## config.mk

```make
export PLATFORM = sky130hd
export DESIGN_NAME = itsd_ram
export DESIGN_NICKNAME = d
export VERILOG_FILES = /design/src/design/itsd_ram.sv
export SDC_FILE = /design/constraint.sdc
export NUM_CORES = 2
export LEC_CHECK = 0
export ABC_CLOCK_PERIOD_IN_PS = 2300
export BUFFER_PORTS_ARGS = -buffer_cell sky130_fd_sc_hd__buf_4
export CORE_AREA = 2 2 519 521
export DETAILED_ROUTE_END_ITERATION = 8
export DIE_AREA = 0 0 521 523
export GPL_ROUTABILITY_DRIVEN = 0
export SKIP_LAST_GASP = 1
export SLEW_MARGIN = 20
export SYNTH_ARGS = -nofsm -noshare
export SYNTH_HDL_FRONTEND = slang
export SYNTH_SLANG_ARGS = --single-unit
```

## constraint.sdc

```tcl
create_clock -name clk -period 2.3 [get_ports clk]
set_input_delay 0.345 -clock clk [delete_from_list [all_inputs] [get_ports clk]]
set_output_delay 0.345 -clock clk [all_outputs]
set_load 0.03 [all_outputs]
```

## src/design/itsd_ram.sv

```systemverilog
`default_nettype none

module itsd_ram #(
  parameter int WIDTH = 8,
  parameter int DEPTH = 256
) (
  input  wire logic                       clk,
  input  wire logic                       we,
  input  wire logic [$clog2(DEPTH)-1:0]   waddr,
  input  wire logic [WIDTH-1:0]           wdata,
  input  wire logic                       re,
  input  wire logic [$clog2(DEPTH)-1:0]   raddr,
  output logic      [WIDTH-1:0]           rdata
);

  logic [WIDTH-1:0] mem [DEPTH];

  always_ff @(posedge clk) begin
    if (we) begin
      mem[waddr] <= wdata;
    end
    if (re) begin
      rdata <= mem[raddr];
    end
  end

endmodule

`default_nettype wire

```

==> impl_results.md <==
* Outcome: complete, but fails checks
* Failing checks: setup timing
* Reg-to-Reg Start: mem[67][1]
* Largest net degree at the start of global routing at 94
* Syn Inst Count at approximately 3.7k
* Clock slew seen by the registers of the worst setup and hold paths at around 0.06 ns
* CORE AREA at 267,000 um^2
* PortBufs at 34
* Count leader, synth: edfxtp_1
* Register area share after synthesis at 0.7753
* Final min period at around 2.4 ns
* WP data required at 2.87 ns
* Class of the tightest hold or removal check: primary input to flip-flop
* Min Hold Slack at 0.05410 ns
* Non-filler instance count after layout at 8,138
* # rows at 190
* DR WL/cell at between 20 and 30 um
* Global-route usage over all layers at 0.1478
* DR vias/cell at 4.974
* Die width at 521 um
* First-pass GRT wire length at around 290 mm
* Clock root cell: clkbuf_16
* Syn nets at approximately 3.8k
* Max_cap viols at 0
* Async SR Flop Fraction at 0
* Critical path class: flip-flop to flip-flop
* Clock skew at 0.03985 ns
* Max Buffers Root-to-Sink at 3
* Post-layout util at 0.3594
* Main synth FF type: edfxtp_1
* TritonCTS clock tree: built
* Initial antenna violation count at 14
* Share of the synthesized area in the top cell type at 0.7753
* DR DRC count at 0
* Synth warnings at 0
* Most common cell on crit path: mux4_2
* Total CTS buffers at around 210
* Sum Neg Setup Slack at -0.4415 ns
* Worst Path Buf+Inv at 1
* Pwr Density at a little over 800 nW/um^2
* Synth area leader: edfxtp_1
* Sequential cell area at about 62,000 um^2
* DRT iter0 DRCs at between 4k and 5k
* Via count at roughly 40k
* Reg2Reg Capture Point: rdata[1]
* Die ar. at between 200,000 and 300,000 um^2
* #FFs+latches synth at a little over 2k
* Insertion delay to the later sink of the worst-skew pair at approximately 0.84 ns
* Crit start category: flip-flop
* Area of the multi-input gates at roughly 17,000 um^2
* Delay of the slowest critical-path stage at ~0.49 ns
* Final worst slack at -0.1314 ns
* CP Cell Sequence: mux4_2, mux4_2, nor2b_4, nor4_4, buf_4, nor4_2
* Share of cells above drive strength 1 at 0.3256
* Pleak at between 30 and 40 nW
* VDD IR max at between 0.7 and 0.8 mV
* Initial Util at 0.2983
* Die extent in y at approximately 520 um
* Pins Over Slew Limit at 0
* Worst hold endpoint: mem[149][6]
* Setup crit end kind: flip-flop
* Area contributors post-synth: edfxtp_1 (78%), mux4_2 (13%), mux2i_1 (1.7%)
* CP max FO at 1
* Clock sink count at approximately 2k
* R2R depth at 6
* CP max-delay cell: mux4_2
* Max Fclk at ~410 MHz
* Final Hold Vio Count at 0
* Total Wirelength at 203.8 mm
* Number of global-route vias before repair at 41.07k
* Final net count at 4,437
* Post-Syn Area at between 70,000 and 80,000 um^2
* Crit path DAT at between 3 and 4 ns
* Slew HR at 0.2768
* EDFF count, synth at around 2.1k
* Worst path depth at 6
* Area Growth Syn to Fin at 20.49%
* Hold path cells at 1
* Synth cell types at 54
* Worst slew pin tran at 1.081 ns
* Antenna Nets Post-Route at 0
* Initial DRT Pass Iterations at 5
* H-tree Lvls at 4
* Overflow after GRT at 0
* RSZ-0062 raised after global routing: yes
* R2R Setup Slk at -0.13 ns
* DP HPWL at around 130 mm
* Placed cells at between 7k and 8k
* Post-synthesis area per instance at approximately 21 um^2
* Layout fillers at about 24k
* Min-delay src: wdata[6]
* Most frequent cells after synthesis: edfxtp_1 (2,056), mux4_2 (454), nor2_1 (282)
* Final setup fails at 5
* Cell family with most CP delay: multiplexers
* Final Cycle Share at 1.057
* I/O pin total at 35
==> layout by cell type (no fill, tap or decap), types with 7 or more instances in the layout <==
master / n
mux4_2: 454
diode_2: 7
nand3_1: 34
a211oi_1: 10
nand4_1: 10
bufinv_16: 13
nor2b_4: 7
nand2b_1: 8
clkinv_2: 39
clkinv_1: 44
buf_8: 9
a22oi_1: 132
nor3_1: 16
buf_12: 90
a221oi_1: 8
dlygate4sd3_1: 8
clkbuf_16: 206
buf_4: 594
nor4_1: 11
a22o_1: 7
o22ai_1: 28
a21oi_1: 96
nor2b_1: 24
o221ai_1: 44
edfxtp_1: 2056
nand2_1: 33
o211ai_1: 10
o21ai_0: 10
clkbuf_1: 52
nor4_2: 11
nor2_1: 277
mux2i_1: 134
==> cell families (layout without fill, tap and decap cells) <==
logic type      count (synthesis)  count (layout)  synth area share
compound gates                385             385           0.03416
buf+inv                       235            1081           0.01829
flops                        2056            2056            0.7753
mux                           591             591            0.1460
other cells                     0               7                 0
simple gates                  466             466           0.02625
==> flip-flops by register name, indices dropped and copies added, names as in the netlist <==
name / count
mem: 2048
rdata: 8
==> final cells by class <==
cell class,count,area share
repair buffers,703,0.06776
clock inverters,118,0.01133
inverters,2,0.00007824
diodes,7,0.0001826
well taps,3552,0.04632
clock buffers,258,0.05576
flip-flops and latches,2056,0.6434
multi-input cells,1442,0.1751
==> how the worst max path moves through the flow <==
| stage | startpoint | endpoint | slack (ns) |
|---|---|---|---|
| 6_report | mem[67][1] | rdata[1] | -0.13 |
| 3_5_place_dp | raddr[0] | rdata[7] | -1.25 |
| 5_1_grt | mem[77][7] | rdata[7] | -0.13 |
| 3_3_place_gp | raddr[0] | rdata[7] | -1.65 |
| 2_1_floorplan | raddr[0] | rdata[2] | -0.02 |
| 4_1_cts | mem[129][1] | rdata[1] | -0.17 |
==> layer usage <==
| metal | routed length (um) | global-route usage |
|---|---|---|
| met5 | 11 | 0 |
| met2 | 98540 | 0.2415 |
| met4 | 6497 | 0.04996 |
| met1 | 85530 | 0.1999 |
| met3 | 13270 | 0.02540 |
==> through the flow <==
stage	total power [mW]	cell area [um^2]	worst slack (ns)
finish	78.01	95950	-0.1314
global route	80.20	95940	-0.1341
CTS	78.61	95840	-0.1750
detailed placement	46.60	89150	-1.246
global placement	46.54	89130	-1.653
floorplan	44.23	79870	-0.01871
==> power breakdown <==
part / internal, mW / leakage [nW] / total, mW / switching, mW
Combinational: 1.83 / 8.82 / 4.50 / 2.66
Sequential: 41.3 / 18.5 / 41.4 / 0.0478
Clock: 18.0 / 3.14 / 32.1 / 14.1
==> timing repair <==
| action | in CTS | in global routing |
|---|---|---|
| buffers inserted | 0 | 0 |
| hold buffers | 8 | 0 |
| gates resized for setup | 32 | 17 |
| endpoints found under the hold margin | 248 | 0 |
| endpoints found under the setup margin | 8 | 8 |
| pin swaps | 14 | 3 |
Power figures use the tool's default switching activity.
